`src/design/tts_pkg.sv`:
```
// Package for the tick task scheduler table: sizes, codes and the slot entry type.
`timescale 1ns / 1ps
`default_nettype none

package tts_pkg;

    localparam int NUM_SLOTS = 8;
    localparam int IDX_W     = (NUM_SLOTS > 1) ? $clog2(NUM_SLOTS) : 1;
    localparam int MAX_OUT   = 8;
    localparam int CNT_W     = $clog2(MAX_OUT + 1);

    typedef enum logic [1:0] {
        CMD_TICK     = 2'd0,
        CMD_ADD      = 2'd1,
        CMD_DELETE   = 2'd2,
        CMD_DISPATCH = 2'd3
    } cmd_t;

    typedef enum logic [2:0] {
        ST_ADDED   = 3'd0,
        ST_FULL    = 3'd1,
        ST_DELETED = 3'd2,
        ST_TICK    = 3'd3,
        ST_RUN     = 3'd4,
        ST_IDLE    = 3'd5
    } status_t;

    typedef struct packed {
        logic [15:0] delay;
        logic [15:0] period;
        logic [7:0]  pending;
    } slot_entry_t;

    function automatic logic [2:0] to_slot(input logic [IDX_W-1:0] idx);
        logic [31:0] wide;
        wide = 32'(idx);
        return wide[2:0];
    endfunction

endpackage

`default_nettype wire

```
`src/design/tts_mem.sv`:
```
// Slot table memory: one write port, one read port with registered read data.
`timescale 1ns / 1ps
`default_nettype none

module tts_mem
    import tts_pkg::*;
(
    input  wire logic              clk,
    input  wire logic              rd_en,
    input  wire logic [IDX_W-1:0]  rd_addr,
    output slot_entry_t            rd_data,
    input  wire logic              wr_en,
    input  wire logic [IDX_W-1:0]  wr_addr,
    input  wire slot_entry_t       wr_data
);

    slot_entry_t mem [NUM_SLOTS];

    always_ff @(posedge clk)
    begin
        if (wr_en)
        begin
            mem[wr_addr] <= wr_data;
        end
    end

    always_ff @(posedge clk)
    begin
        if (rd_en)
        begin
            rd_data <= mem[rd_addr];
        end
    end

endmodule

`default_nettype wire

```
`src/design/tts_ctrl.sv`:
```
// Scheduler sequencer: slot walk, read-modify-write of the table, used flags and results.
`timescale 1ns / 1ps
`default_nettype none

module tts_ctrl
    import tts_pkg::*;
(
    input  wire logic              clk,
    input  wire logic              rst_n,
    input  wire logic              start,
    output logic                   busy,
    input  wire logic [1:0]        command,
    input  wire logic [15:0]       first_delay,
    input  wire logic [15:0]       reload_period,
    input  wire logic [2:0]        target_slot,
    output logic                   rd_en,
    output logic [IDX_W-1:0]       rd_addr,
    input  wire slot_entry_t       rd_data,
    output logic                   wr_en,
    output logic [IDX_W-1:0]       wr_addr,
    output slot_entry_t            wr_data,
    output logic                   result_valid,
    output logic [2:0]             slot,
    output logic [2:0]             status,
    output logic                   last
);

    typedef enum logic [4:0] {
        S_IDLE  = 5'b00001,
        S_WALK  = 5'b00010,
        S_DRAIN = 5'b00100,
        S_FIN   = 5'b01000,
        S_ADD   = 5'b10000
    } state_t;

    localparam logic [IDX_W-1:0] LAST_IDX = IDX_W'(NUM_SLOTS - 1);

    state_t               state_reg, state_next;
    cmd_t                 cmd_reg, cmd_next;
    logic [15:0]          delay_reg, delay_next;
    logic [15:0]          period_reg, period_next;
    logic [IDX_W-1:0]     idx_reg, idx_next;
    logic                 p_valid_reg, p_valid_next;
    logic [IDX_W-1:0]     p_idx_reg, p_idx_next;
    logic [NUM_SLOTS-1:0] used_reg, used_next;
    logic                 hold_valid_reg, hold_valid_next;
    logic [IDX_W-1:0]     hold_idx_reg, hold_idx_next;
    logic [CNT_W-1:0]     cnt_reg, cnt_next;
    logic                 res_valid_reg, res_valid_next;
    logic [2:0]           res_slot_reg, res_slot_next;
    status_t              res_status_reg, res_status_next;
    logic                 res_last_reg, res_last_next;

    logic                 accept;
    logic                 p_used;
    logic [15:0]          delay_dec;
    logic [IDX_W-1:0]     del_idx;

    assign accept    = start && (state_reg == S_IDLE);
    assign busy      = (state_reg != S_IDLE);
    assign p_used    = p_valid_reg && used_reg[p_idx_reg];
    assign delay_dec = rd_data.delay - 16'd1;
    assign del_idx   = IDX_W'(target_slot);

    assign rd_en   = (state_reg == S_WALK);
    assign rd_addr = idx_reg;

    always_comb
    begin
        state_next      = state_reg;
        cmd_next        = cmd_reg;
        delay_next      = delay_reg;
        period_next     = period_reg;
        idx_next        = idx_reg;
        p_valid_next    = (state_reg == S_WALK);
        p_idx_next      = idx_reg;
        used_next       = used_reg;
        hold_valid_next = hold_valid_reg;
        hold_idx_next   = hold_idx_reg;
        cnt_next        = cnt_reg;
        res_valid_next  = 1'b0;
        res_slot_next   = res_slot_reg;
        res_status_next = res_status_reg;
        res_last_next   = res_last_reg;
        wr_en           = 1'b0;
        wr_addr         = p_idx_reg;
        wr_data         = rd_data;

        // stage 2 of the walk: modify and write back
        if (p_used)
        begin
            if (cmd_reg == CMD_TICK)
            begin
                if (rd_data.delay != 16'd0)
                begin
                    wr_en         = 1'b1;
                    wr_data.delay = delay_dec;
                    if (delay_dec == 16'd0)
                    begin
                        wr_data.delay = rd_data.period;
                        if (rd_data.pending != 8'hFF)
                        begin
                            wr_data.pending = rd_data.pending + 8'd1;
                        end
                    end
                end
            end
            else if (rd_data.pending != 8'd0 && cnt_reg < CNT_W'(MAX_OUT))
            begin
                wr_en           = 1'b1;
                wr_data.pending = rd_data.pending - 8'd1;
                cnt_next        = cnt_reg + CNT_W'(1);
                hold_valid_next = 1'b1;
                hold_idx_next   = p_idx_reg;
                if (hold_valid_reg)
                begin
                    res_valid_next  = 1'b1;
                    res_slot_next   = to_slot(hold_idx_reg);
                    res_status_next = ST_RUN;
                    res_last_next   = 1'b0;
                end
            end
        end

        unique case (state_reg)
            S_IDLE:
            begin
                if (accept)
                begin
                    cmd_next        = cmd_t'(command);
                    delay_next      = (first_delay == 16'd0) ? 16'd1 : first_delay;
                    period_next     = reload_period;
                    idx_next        = '0;
                    cnt_next        = '0;
                    hold_valid_next = 1'b0;
                    unique case (cmd_t'(command))
                        CMD_TICK, CMD_DISPATCH:
                        begin
                            state_next = S_WALK;
                        end
                        CMD_ADD:
                        begin
                            state_next = S_ADD;
                        end
                        CMD_DELETE:
                        begin
                            if (32'(target_slot) < NUM_SLOTS)
                            begin
                                used_next[del_idx] = 1'b0;
                            end
                            res_valid_next  = 1'b1;
                            res_slot_next   = target_slot;
                            res_status_next = ST_DELETED;
                            res_last_next   = 1'b1;
                        end
                        default:
                        begin
                            state_next = S_IDLE;
                        end
                    endcase
                end
            end
            S_WALK:
            begin
                if (idx_reg == LAST_IDX)
                begin
                    state_next = S_DRAIN;
                end
                else
                begin
                    idx_next = idx_reg + IDX_W'(1);
                end
            end
            S_DRAIN:
            begin
                state_next = S_FIN;
            end
            S_FIN:
            begin
                state_next     = S_IDLE;
                res_valid_next = 1'b1;
                res_last_next  = 1'b1;
                if (cmd_reg == CMD_TICK)
                begin
                    res_slot_next   = 3'd0;
                    res_status_next = ST_TICK;
                end
                else if (hold_valid_reg)
                begin
                    res_slot_next   = to_slot(hold_idx_reg);
                    res_status_next = ST_RUN;
                end
                else
                begin
                    res_slot_next   = 3'd0;
                    res_status_next = ST_IDLE;
                end
            end
            S_ADD:
            begin
                if (!used_reg[idx_reg])
                begin
                    wr_en             = 1'b1;
                    wr_addr           = idx_reg;
                    wr_data.delay     = delay_reg;
                    wr_data.period    = period_reg;
                    wr_data.pending   = 8'd0;
                    used_next[idx_reg] = 1'b1;
                    state_next        = S_IDLE;
                    res_valid_next    = 1'b1;
                    res_slot_next     = to_slot(idx_reg);
                    res_status_next   = ST_ADDED;
                    res_last_next     = 1'b1;
                end
                else if (idx_reg == LAST_IDX)
                begin
                    state_next      = S_IDLE;
                    res_valid_next  = 1'b1;
                    res_slot_next   = 3'd0;
                    res_status_next = ST_FULL;
                    res_last_next   = 1'b1;
                end
                else
                begin
                    idx_next = idx_reg + IDX_W'(1);
                end
            end
            default:
            begin
                state_next = S_IDLE;
            end
        endcase
    end

    always_ff @(posedge clk or negedge rst_n)
    begin
        if (!rst_n)
        begin
            state_reg      <= S_IDLE;
            p_valid_reg    <= 1'b0;
            used_reg       <= '0;
            hold_valid_reg <= 1'b0;
            cnt_reg        <= '0;
            res_valid_reg  <= 1'b0;
            idx_reg        <= '0;
            cmd_reg        <= CMD_TICK;
        end
        else
        begin
            state_reg      <= state_next;
            p_valid_reg    <= p_valid_next;
            used_reg       <= used_next;
            hold_valid_reg <= hold_valid_next;
            cnt_reg        <= cnt_next;
            res_valid_reg  <= res_valid_next;
            idx_reg        <= idx_next;
            cmd_reg        <= cmd_next;
        end
    end

    always_ff @(posedge clk)
    begin
        delay_reg      <= delay_next;
        period_reg     <= period_next;
        p_idx_reg      <= p_idx_next;
        hold_idx_reg   <= hold_idx_next;
        res_slot_reg   <= res_slot_next;
        res_status_reg <= res_status_next;
        res_last_reg   <= res_last_next;
    end

    assign result_valid = res_valid_reg;
    assign slot         = res_slot_reg;
    assign status       = res_status_reg;
    assign last         = res_last_reg;

endmodule

`default_nettype wire

```
`src/design/tick_task_scheduler_table.sv`:
```
// Tick task scheduler table: 8 slots of timed tasks held in a RAM with registered read data.
// Tick and dispatch walk the table one slot per cycle through a read/modify/write pipe:
// busy until the pipe drains, one item at a time; the final result shows as busy drops.
// Dispatch results stream out during the walk, at most one per cycle.
// Add scans used flags one slot per cycle until a free or the last slot; delete never sets busy.
// Reset marks all slots unused at once; results cannot be stalled by the receiver.
`timescale 1ns / 1ps
`default_nettype none

module tick_task_scheduler_table
    import tts_pkg::*;
(
    input  wire logic        clk,
    input  wire logic        rst_n,
    input  wire logic        start,
    output logic             busy,
    input  wire logic [1:0]  command,
    input  wire logic [15:0] first_delay,
    input  wire logic [15:0] reload_period,
    input  wire logic [2:0]  target_slot,
    output logic             result_valid,
    output logic [2:0]       slot,
    output logic [2:0]       status,
    output logic             last
);

    logic             rd_en;
    logic [IDX_W-1:0] rd_addr;
    slot_entry_t      rd_data;
    logic             wr_en;
    logic [IDX_W-1:0] wr_addr;
    slot_entry_t      wr_data;

    tts_ctrl u_ctrl (
        .clk           (clk),
        .rst_n         (rst_n),
        .start         (start),
        .busy          (busy),
        .command       (command),
        .first_delay   (first_delay),
        .reload_period (reload_period),
        .target_slot   (target_slot),
        .rd_en         (rd_en),
        .rd_addr       (rd_addr),
        .rd_data       (rd_data),
        .wr_en         (wr_en),
        .wr_addr       (wr_addr),
        .wr_data       (wr_data),
        .result_valid  (result_valid),
        .slot          (slot),
        .status        (status),
        .last          (last)
    );

    tts_mem u_mem (
        .clk     (clk),
        .rd_en   (rd_en),
        .rd_addr (rd_addr),
        .rd_data (rd_data),
        .wr_en   (wr_en),
        .wr_addr (wr_addr),
        .wr_data (wr_data)
    );

endmodule

`default_nettype wire
```
`config.mk`:
```
export PLATFORM = sky130hd
export DESIGN_NAME = tick_task_scheduler_table
export DESIGN_NICKNAME = d
export VERILOG_FILES = /design/src/design/tts_pkg.sv /design/src/design/tts_mem.sv /design/src/design/tts_ctrl.sv /design/src/design/tick_task_scheduler_table.sv
export SDC_FILE = /design/constraint.sdc
export NUM_CORES = 1
export LEC_CHECK = 0
export ABC_AREA = 1
export BUFFER_PORTS_ARGS = -buffer_cell sky130_fd_sc_hd__buf_2
export CORE_MARGIN = 4
export CORE_UTILIZATION = 30
export CTS_CLUSTER_DIAMETER = 100
export CTS_CLUSTER_SIZE = 10
export DETAILED_ROUTE_END_ITERATION = 10
export RECOVER_POWER = 100
export SYNTH_ARGS = -nofsm -noshare
export SYNTH_HDL_FRONTEND = slang
export SYNTH_SLANG_ARGS = --single-unit
```
`constraint.sdc`:
```
create_clock -name clk -period 14.5 [get_ports clk]
set_input_delay 1.45 -clock clk [delete_from_list [all_inputs] [get_ports clk]]
set_output_delay 1.45 -clock clk [all_outputs]
set_load 0.1 [all_outputs]
```
==> results.json, run 1 <==
{
  "synthesis.nets": 1526,
  "criticalPathCategory": "reg -> reg",
  "antenna_found_initial": 0,
  "r2r-end": "u_mem.mem[1][4]",
  "slew_violations": 344,
  "wl_mm": 43.2,
  "finalHoldViolCount": 0,
  "power_leakage_nw": 6.75,
  "synth_area_sq_mm": 0.0179,
  "ys_types": 43,
  "dp_hpwl_mm": 25.1,
  "required_ns": 14.69,
  "clk_latency_ns": 0.59,
  "die_area_sq_mm": 0.0636,
  "synth.area.top_cells": "edfxtp_1 (66%), o21ai_0 (5.8%), nor2_1 (4.1%)",
  "drt_pass1_iterations": 5,
  "die_h_microns": 252,
  "post-route-min-period_ns": 8.73,
  "post-route-cell-area_sq_mm": 0.0203,
  "cts_max_level": 2,
  "final_cells": 2301,
  "cap_viol_max_count": 9,
  "post_synth.cell_area_avg_sq_um": 12.1,
  "highest_layer": "met4",
  "start_util_pct": 30.3,
  "ff2ff_path_depth": 12,
  "clk_path_buf_depth": 3,
  "die_x_microns": 252,
  "worst_clock_skew_ns": 0.0341,
  "top_register": "u_mem.mem",
  "synthFlopType": "edfxtp_1",
  "fmax_mhz": 115,
  "routabilityCongestion": 0.886,
  "antenna_cells": 0,
  "io_pins": 49,
  "reg2reg_from": "u_ctrl.rd_addr[1]",
  "cts_buffers": 49,
  "holdPathStages": 0,
  "cts_root_buf": "clkbuf_16",
  "wl_met1_mm": 19.7,
  "cts.sinks": 430,
  "coreArea_sq_mm": 0.0590,
  "rrSetupSlack_ns": 5.77,
  "post_cts_buffers": 0,
  "area_growth_pct": 13.3,
  "holdPathEnd": "u_ctrl.hold_idx_reg[2]",
  "tns_ns": 0,
  "largest_registers": "u_mem.mem x320, u_mem.rd_data x40",
  "grt_max_degree": 105,
  "ys_warn_count": 0,
  "place_area_sq_mm": 0.0190,
  "ant_nets": 0,
  "globalRouteOverflowTotal": 0,
  "wl_per_cell_microns": 18.8,
  "synth_cells": 1477,
  "cts.repair.resized": 0,
  "run_status": "finished, violations left",
  "worstHoldStart": "u_ctrl.p_idx_reg[2]",
  "grt_setup_unrepaired": "no",
  "largest_reg_flops": 320,
  "endpoint_kind": "flip-flop",
  "drtIter0Drc": 1314,
  "clk_pin_slew_ns": 0.06,
  "layout-drive-gt1-share_pct": 7.59,
  "worst_ir_drop_vdd_mv": 0.155,
  "hold_class": "reg -> reg",
  "wl_met2_mm": 19.6,
  "start_kind": "flip-flop",
  "ys_seq_area_share_pct": 70.9,
  "synth_top_area_cell": "edfxtp_1",
  "timing.final.crit_share_pct": 60.2,
  "num_vias": 11700,
  "wl_met3_mm": 2.95,
  "cp.arrival_ns": 8.93,
  "power.density_mw_per_mm2": 177,
  "first_global_vias": 11400,
  "fin_nets": 1566,
  "rows": 89,
  "synth_edf_count": 395,
  "power_mw": 3.58,
  "grtUsageTotal_pct": 13.2,
  "synth_top_area_share_pct": 66.3,
  "holdBufCountCts": 0,
  "cp_max_fo": 42,
  "async_reset_ff_share_pct": 5.81,
  "avgViaCountPerCell": 5.07,
  "placedCellCount": 2239,
  "cts_tree": "built",
  "setup_viol": 0,
  "worst_slew_pin_slew_ns": 3.38,
  "port-buffer-count": 48,
  "violations": "max-capacitance violations, max-slew violations",
  "slew_headroom_pct": -126,
  "grt_pass1_wl_mm": 66.5,
  "ys_ff_latch": 430,
  "drc": 0
}
[per-stage QoR]
stage	util, %	worst slack [ns]	hold WS (ns)
after floorplan	-	9.63	0.368
after global placement	32.2	9.90	0.469
after detailed placement	32.2	9.71	0.469
after CTS	34.5	9.67	0.481
after global routing	34.3	5.00	0.504
final	34.3	5.77	0.488
[power by group]
part           switching, mW  total [mW]  internal, mW
Combinational          0.618       0.838         0.220
Sequential            0.0786        1.67          1.59
Clock                  0.469        1.08         0.611
Total                   1.17        3.58          2.42
[cell families (layout without fill, tap and decap cells)]
| logic type | count (synthesis) | count (layout) | synth area share (%) |
|---|---|---|---|
| and+or+nand+nor | 463 | 463 | 10.9 |
| xor gates and xnor gates | 4 | 4 | 0.196 |
| AOI/OAI and AO/OA | 413 | 413 | 14.0 |
| adders and majority gates | 9 | 9 | 0.630 |
| buffers and inverters | 158 | 209 | 3.39 |
| DFF | 430 | 430 | 70.9 |
[how the worst max path moves through the flow]
stage | start | end | slack, ns | cells past startpoint
6_report | u_ctrl.rd_addr[1] | u_mem.mem[1][4] | 5.77 | 12
5_1_grt | u_ctrl.rd_addr[1] | u_mem.mem[1][17] | 5.00 | 12
4_1_cts | u_ctrl.rd_addr[1] | u_mem.mem[1][8] | 9.67 | 14
3_5_place_dp | u_ctrl.rd_addr[1] | u_mem.mem[1][16] | 9.71 | 14
3_3_place_gp | u_ctrl.rd_addr[1] | u_mem.mem[1][8] | 9.90 | 14
2_1_floorplan | u_ctrl.state_reg[0] | u_mem.mem[4][0] | 9.63 | 8
[synthesized netlist by cell type (2+ instances only)]
cell       instances
o21a_1            80
o41ai_1            2
a221oi_1           2
o21bai_1           2
dfrtp_1           24
buf_2              4
o21ai_1            9
o2111ai_1         41
o21ai_0          206
nor4_1            11
o211ai_1          12
o22ai_1            5
xor2_1             3
a21oi_1           49
nand4_1            9
nand2_1          177
inv_1             76
edfxtp_1         395
nand3_1           35
buf_1             12
clkbuf_1          62
nand3b_1           2
nor2_1           194
dfxtp_1           10
nand2_2            5
ha_1               9
nor2_4             5
nor3_1            16
nor2_2             6
[metal layers]
layer | GRT usage (%) | vias up
met1 | 18.9 | 5724
li1 | - | 5426
met3 | 2.65 | 84
met4 | 3.77 | 0
met5 | 0 | -
met2 | 20.7 | 435
[area by class of cell]
cell class,count,area (sq um)
fill,5785,38700
sequential,430,12700
multi-input combinational,889,4630
clock buffer,57,1260
tap,773,967
timing repair buffer,68,334
inverter,79,299
clock inverter,5,93.8
[layout by cell type, fill, tap and decap left out, drive strengths merged, types with 2 or more instances in the layout]
master,instances
buf,35
o2111ai,41
nand3,35
clkbuf,90
a221oi,2
nor2,205
o41ai,2
o21ai,216
nor3,17
o21a,80
a21oi,49
nand4,10
dfrtp,24
inv,77
xor2,3
ha,9
nand3b,2
o211ai,12
dfxtp,10
nor4,11
o21bai,2
clkinv,6
edfxtp,395
o22ai,5
nand2,182
[critical path: stages (launching register included)]
cell      delay (ns)
dfrtp_1         0.55
inv_1           0.11
nor2_1          2.48
o211ai_1        0.20
o21ai_0         0.25
nor2_1          0.11
nand2_1         0.07
clkbuf_1        1.50
inv_1           0.82
o21ai_0         0.96
inv_1           0.27
nor2_4          0.44
buf_4           0.55
Power figures use the tool's default switching activity.
==> run 2: changes to the inputs <==
- clock period: 14.5 -> 7.4 ns (I/O delays scaled with it)
==> run 2 against run 1 <==
The flow still finishes with violations (max-capacitance violations, max-slew violations). Hold slack got worse by 0.17 ns. Register-to-register slack got worse by 4.0 ns. Largest cell class unchanged. Wire length rose by 0.87%. Critical path type unchanged. Final area barely moved. Global-route usage rose by 0.32 points. Highest routed layer unchanged. Via count fell by 0.65%. Sequential share of layout area barely moved. Largest power group unchanged. Clock-buffer cell count rose by 8. Core utilization barely moved. First-iteration DRC count fell by 7.0%.
==> results.json, run 2 (synthesis gave the netlist of run 1 again) <==
{
  "crit_chain": "inv_1 -> nor2_4 -> o211ai_1 -> o21ai_0 -> nor2_1 -> nand2_1 -> clkbuf_1 -> nand2_1 -> nand2_1 -> nand2_1 -> nor3_2 -> clkbuf_1",
  "layout-drive-gt1-share_pct": 7.69,
  "power_leakage_nw": 6.76,
  "dp_hpwl_mm": 25.9,
  "drt_pass1_iterations": 5,
  "grt_max_degree": 100,
  "antenna_found_initial": 0,
  "required_ns": 7.59,
  "placedCellCount": 2240,
  "area_growth_pct": 13.3,
  "cp_max_fo": 42,
  "wl_per_cell_microns": 18.9,
  "wl_mm": 43.6,
  "holdBufCountCts": 0,
  "hold_class": "in -> reg",
  "cts_max_level": 2,
  "cap_viol_max_count": 5,
  "start_kind": "flip-flop",
  "power.density_mw_per_mm2": 346,
  "antenna_cells": 0,
  "highest_layer": "met4",
  "wl_met3_mm": 2.37,
  "grt_setup_unrepaired": "no",
  "finalHoldViolCount": 0,
  "setup_ws_ns": 1.79,
  "routabilityCongestion": 0.861,
  "setup_viol": 0,
  "final_cells": 2307,
  "final_common_cell": "edfxtp_1",
  "top_register": "u_mem.mem",
  "slowest_stage": "clkbuf_1",
  "cts.sinks": 430,
  "power_mw": 7.01,
  "num-fill-cells": 5799,
  "die_h_microns": 252,
  "drc": 0,
  "criticalPathCategory": "reg -> reg",
  "utilization_pct": 34.3,
  "grt_pass1_wl_mm": 67.9,
  "slew_headroom_pct": -72.8,
  "cts_tree": "built",
  "max_stage_delay_ns": 1.42,
  "cp.arrival_ns": 5.80,
  "place_area_sq_mm": 0.0190,
  "grtUsageTotal_pct": 13.6,
  "whs_ns": 0.322,
  "die_x_microns": 252,
  "mostFrequentLayoutCells": "edfxtp_1 (395), o21ai_0 (206), nor2_1 (190)",
  "cts.repair.resized": 0,
  "avgViaCountPerCell": 5.03,
  "globalRouteOverflowTotal": 0,
  "cts_buffers": 48,
  "cts_root_buf": "clkbuf_16",
  "fin_nets": 1566,
  "largest_registers": "u_mem.mem x320, u_mem.rd_data x40",
  "worst_clock_skew_ns": 0.0246,
  "start_util_pct": 30.3,
  "first_global_vias": 11500,
  "clk_pin_slew_ns": 0.06,
  "post-place-ws_ns": 3.11,
  "io_pins": 49,
  "violations": "max-capacitance violations, max-slew violations",
  "slew_violations": 174,
  "run_status": "finished, violations left",
  "timing.final.crit_share_pct": 75.8,
  "tns_ns": 0,
  "die_area_sq_mm": 0.0636,
  "fmax_mhz": 178,
  "clk_path_buf_depth": 3,
  "coreArea_sq_mm": 0.0590,
  "rows": 89,
  "worst_ir_drop_vdd_mv": 0.183,
  "wl_met1_mm": 20.3,
  "port-buffer-count": 48,
  "num_vias": 11600,
  "crit_top_cell": "nand2_1",
  "drtIter0Drc": 1222,
  "post_cts_buffers": 0,
  "post-route-cell-area_sq_mm": 0.0203,
  "worst_slew_pin_slew_ns": 2.59,
  "wl_met2_mm": 20.0,
  "endpoint_kind": "flip-flop",
  "largest_reg_flops": 320,
  "ant_nets": 0,
  "clk_latency_ns": 0.59,
  "post-route-min-period_ns": 5.61
}
## run 2: cell types whose count changed in the layout (fill, tap and decap cells not counted), sizes merged
cell      delta
buf          +3
clkinvlp     -1
clkinv       -2
clkbuf       +6
## run 2: cell type report
| type | count | area (sq um) | area share [%] |
|---|---|---|---|
| clock inverter | 2 | 46.3 | 0.228 |
| multi-input combinational | 889 | 4640 | 22.9 |
| inverter | 79 | 300 | 1.48 |
| tap | 773 | 967 | 4.77 |
| clock buffer | 65 | 1290 | 6.35 |
| timing repair buffer | 69 | 337 | 1.66 |
| sequential | 430 | 12700 | 62.6 |
## run 2: critical path, delay by kind of cell, from the launching register on
kind	cells	cell delay, ns
AO/OA/AOI/OAI	2	0.33
buffers and inverters	3	2.45
flip-flops	1	0.54
AND/OR/NAND/NOR	7	1.88
## run 2: path summary, 6_finish.rpt
check / endpoint / cells after the start / slack, ns / startpoint
max: u_mem.mem[3][38] / 12 / 1.79 / u_ctrl.rd_addr[1]
max reg2reg: u_mem.mem[3][38] / 12 / 1.79 / u_ctrl.rd_addr[1]
min: u_ctrl.period_reg[10] / 1 / 0.32 / reload_period[10]
min in group asynchronous: u_ctrl.cnt_reg[1] / 1 / 0.48 / rst_n
max in group asynchronous: u_ctrl.rd_addr[0] / 1 / 5.91 / rst_n
min reg2reg: u_ctrl.hold_idx_reg[2] / 0 / 0.48 / u_ctrl.p_idx_reg[2]
## run 2: power by group
part	switching [mW]	internal, mW	total [mW]
combinational	1.18	0.417	1.59
clock	0.906	1.20	2.10
sequential	0.198	3.11	3.31
total	2.28	4.73	7.01
## run 2: metal layers
layer	global-route usage [%]	vias to the layer above
met1	19.5	5729
met3	2.25	76
met4	4.19	0
li1	-	5432
met2	21.2	356
met5	0	-
==> run 3: changes to the inputs <==
- clock period: 7.4 -> 5.9 ns (I/O delays scaled with it)
==> run 3 against run 2 <==
Power rose by 25%. Die area did not move. Critical endpoint is now u_mem.mem[2][4]. Worst setup slack got worse by 0.53 ns. Largest cell class unchanged. Clock power rose by 26%. Core utilization barely moved. Largest power group unchanged. Wire length rose by 0.97%. The flow still finishes with violations (max-capacitance violations, max-slew violations). Via count fell by 0.18%. Clock-buffer cell count did not move. Sequential power rose by 24%. First-iteration DRC count fell by 12%.
==> results.json, run 3 (synthesis gave the netlist of run 1 again) <==
{
  "drtIter0Drc": 1072,
  "wl_mm": 44.0,
  "power.density_mw_per_mm2": 434,
  "max_stage_delay_ns": 1.09,
  "num_vias": 11600,
  "holdPathStages": 1,
  "grt_max_degree": 100,
  "holdBufCountCts": 0,
  "io_pins": 49,
  "globalRouteOverflowTotal": 0,
  "required_ns": 6.07,
  "top_register": "u_mem.mem",
  "drc": 0,
  "post-place-ws_ns": 1.80,
  "start_util_pct": 30.3,
  "post_cts_buffers": 0,
  "worst_ir_drop_vdd_mv": 0.279,
  "place_area_sq_mm": 0.0190,
  "die_area_sq_mm": 0.0636,
  "fmax_mhz": 215,
  "power_mw": 8.80,
  "final_common_cell": "edfxtp_1",
  "violations": "max-capacitance violations, max-slew violations",
  "crit_cells": 12,
  "antenna_cells": 0,
  "finalHoldViolCount": 0,
  "run_status": "finished, violations left",
  "criticalPathCategory": "reg -> reg",
  "layout-drive-gt1-share_pct": 7.75,
  "die_h_microns": 252,
  "cp_max_fo": 41,
  "endpoint_kind": "flip-flop",
  "setup_viol": 0,
  "cts_tree": "built",
  "fin_nets": 1567,
  "reg2reg_from": "u_ctrl.rd_addr[1]",
  "worstHoldStart": "reload_period[7]",
  "dp_hpwl_mm": 25.1,
  "area_growth_pct": 13.2,
  "largest_reg_flops": 320,
  "ff2ff_path_depth": 12,
  "cap_viol_max_count": 4,
  "grtUsageTotal_pct": 13.5,
  "wl_per_cell_microns": 19.1,
  "final_cells": 2308,
  "start_kind": "flip-flop",
  "crit_top_cell": "o21ai_0",
  "slew_headroom_pct": -111,
  "clk_pin_slew_ns": 0.06,
  "crit_chain": "nand2_2 -> buf_4 -> inv_1 -> o21ai_0 -> o21ai_0 -> nor2_1 -> nand2_1 -> inv_1 -> buf_4 -> o21ai_0 -> nor3_2 -> clkbuf_2",
  "timing.final.crit_share_pct": 78.7,
  "grt_pass1_wl_mm": 67.7,
  "placedCellCount": 2241,
  "cts.repair.resized": 0,
  "tns_ns": 0,
  "rows": 89,
  "crit_buf_inv": 5,
  "mostFrequentLayoutCells": "edfxtp_1 (395), o21ai_0 (214), nor2_1 (192)",
  "setup_ws_ns": 1.26,
  "routabilityCongestion": 0.869,
  "clk_latency_ns": 0.58,
  "coreArea_sq_mm": 0.0590,
  "crit_family": "buffers and inverters",
  "cts_buffers": 48,
  "startpoint": "u_ctrl.rd_addr[1]",
  "clk_path_buf_depth": 3,
  "first_global_vias": 11300,
  "antenna_found_initial": 0,
  "cts_max_level": 2,
  "cts_root_buf": "clkbuf_16",
  "cp.arrival_ns": 4.81,
  "post-route-min-period_ns": 4.64,
  "ant_nets": 0,
  "avgViaCountPerCell": 5.01,
  "cts.sinks": 430,
  "post-route-cell-area_sq_mm": 0.0203,
  "worst_slew_pin_slew_ns": 3.16,
  "slowest_stage": "clkbuf_2",
  "port-buffer-count": 48,
  "grt_setup_unrepaired": "no",
  "slew_violations": 234,
  "die_x_microns": 252,
  "largest_registers": "u_mem.mem x320, u_mem.rd_data x40",
  "power_leakage_nw": 6.76,
  "worst_clock_skew_ns": 0.0266,
  "hold_class": "in -> reg",
  "drt_pass1_iterations": 5
}
-- run 3: cell types whose count changed in the layout (fill, tap and decap cells not counted), moves of 2 or more --
cell and change:
clkbuf_1 -5, inv_16 +2, clkbuf_2 +4, nor2_1 +2, nor2_4 -3, o21ai_1 -7
buf_4 +3, o21ai_0 +8
-- run 3: power breakdown --
| part | internal [mW] | leakage (nW) | total, mW | switching [mW] |
|---|---|---|---|---|
| clock network | 1.51 | 0.642 | 2.65 | 1.14 |
| logic | 0.531 | 2.15 | 2.04 | 1.51 |
| registers | 3.90 | 3.97 | 4.11 | 0.204 |
-- run 3: per-layer routing --
metal / up-vias / GRT usage, % / part of all wire, %
met1: 5701 / 19.4 / 46
met5: - / 0 / 0
met3: 64 / 2.00 / 5.9
met2: 373 / 21.6 / 46
met4: 0 / 3.63 / 1.8
li1: 5434 / - / -
-- run 3: path summary, 6_finish.rpt --
check                                          to  slack [ns]
min reg2reg                u_ctrl.hold_idx_reg[2]        0.46
min                          u_ctrl.period_reg[7]        0.18
max reg2reg                       u_mem.mem[2][4]        1.26
max                               u_mem.mem[2][4]        1.26
max in group asynchronous     u_ctrl.state_reg[3]        4.66
min in group asynchronous   u_ctrl.hold_valid_reg        0.37
-- run 3: final cells by class --
class | count | area [sq um]
fill | 5819 | 38800
sequential | 430 | 12700
multi-input combinational | 889 | 4610
clock buffer | 65 | 1290
tap | 773 | 967
timing repair buffer | 70 | 355
inverter | 79 | 300
clock inverter | 2 | 40.0
-- run 3: worst reg2reg max path: stages, from the launching register on --
cell	delay [ns]
dfrtp_1	0.50
nand2_2	0.13
buf_4	0.50
inv_1	0.12
o21ai_0	0.11
o21ai_0	0.10
nor2_1	0.19
nand2_1	0.10
inv_1	0.20
buf_4	0.49
o21ai_0	0.42
nor3_2	0.26
clkbuf_2	1.09
-- run 3: per-stage QoR --
stage               hold slack, ns  utilization [%]
floorplan                    0.294                -
global placement             0.443             32.3
detailed placement           0.448             32.3
CTS                         0.0239             34.5
global route                 0.151             34.3
finish                       0.179             34.3
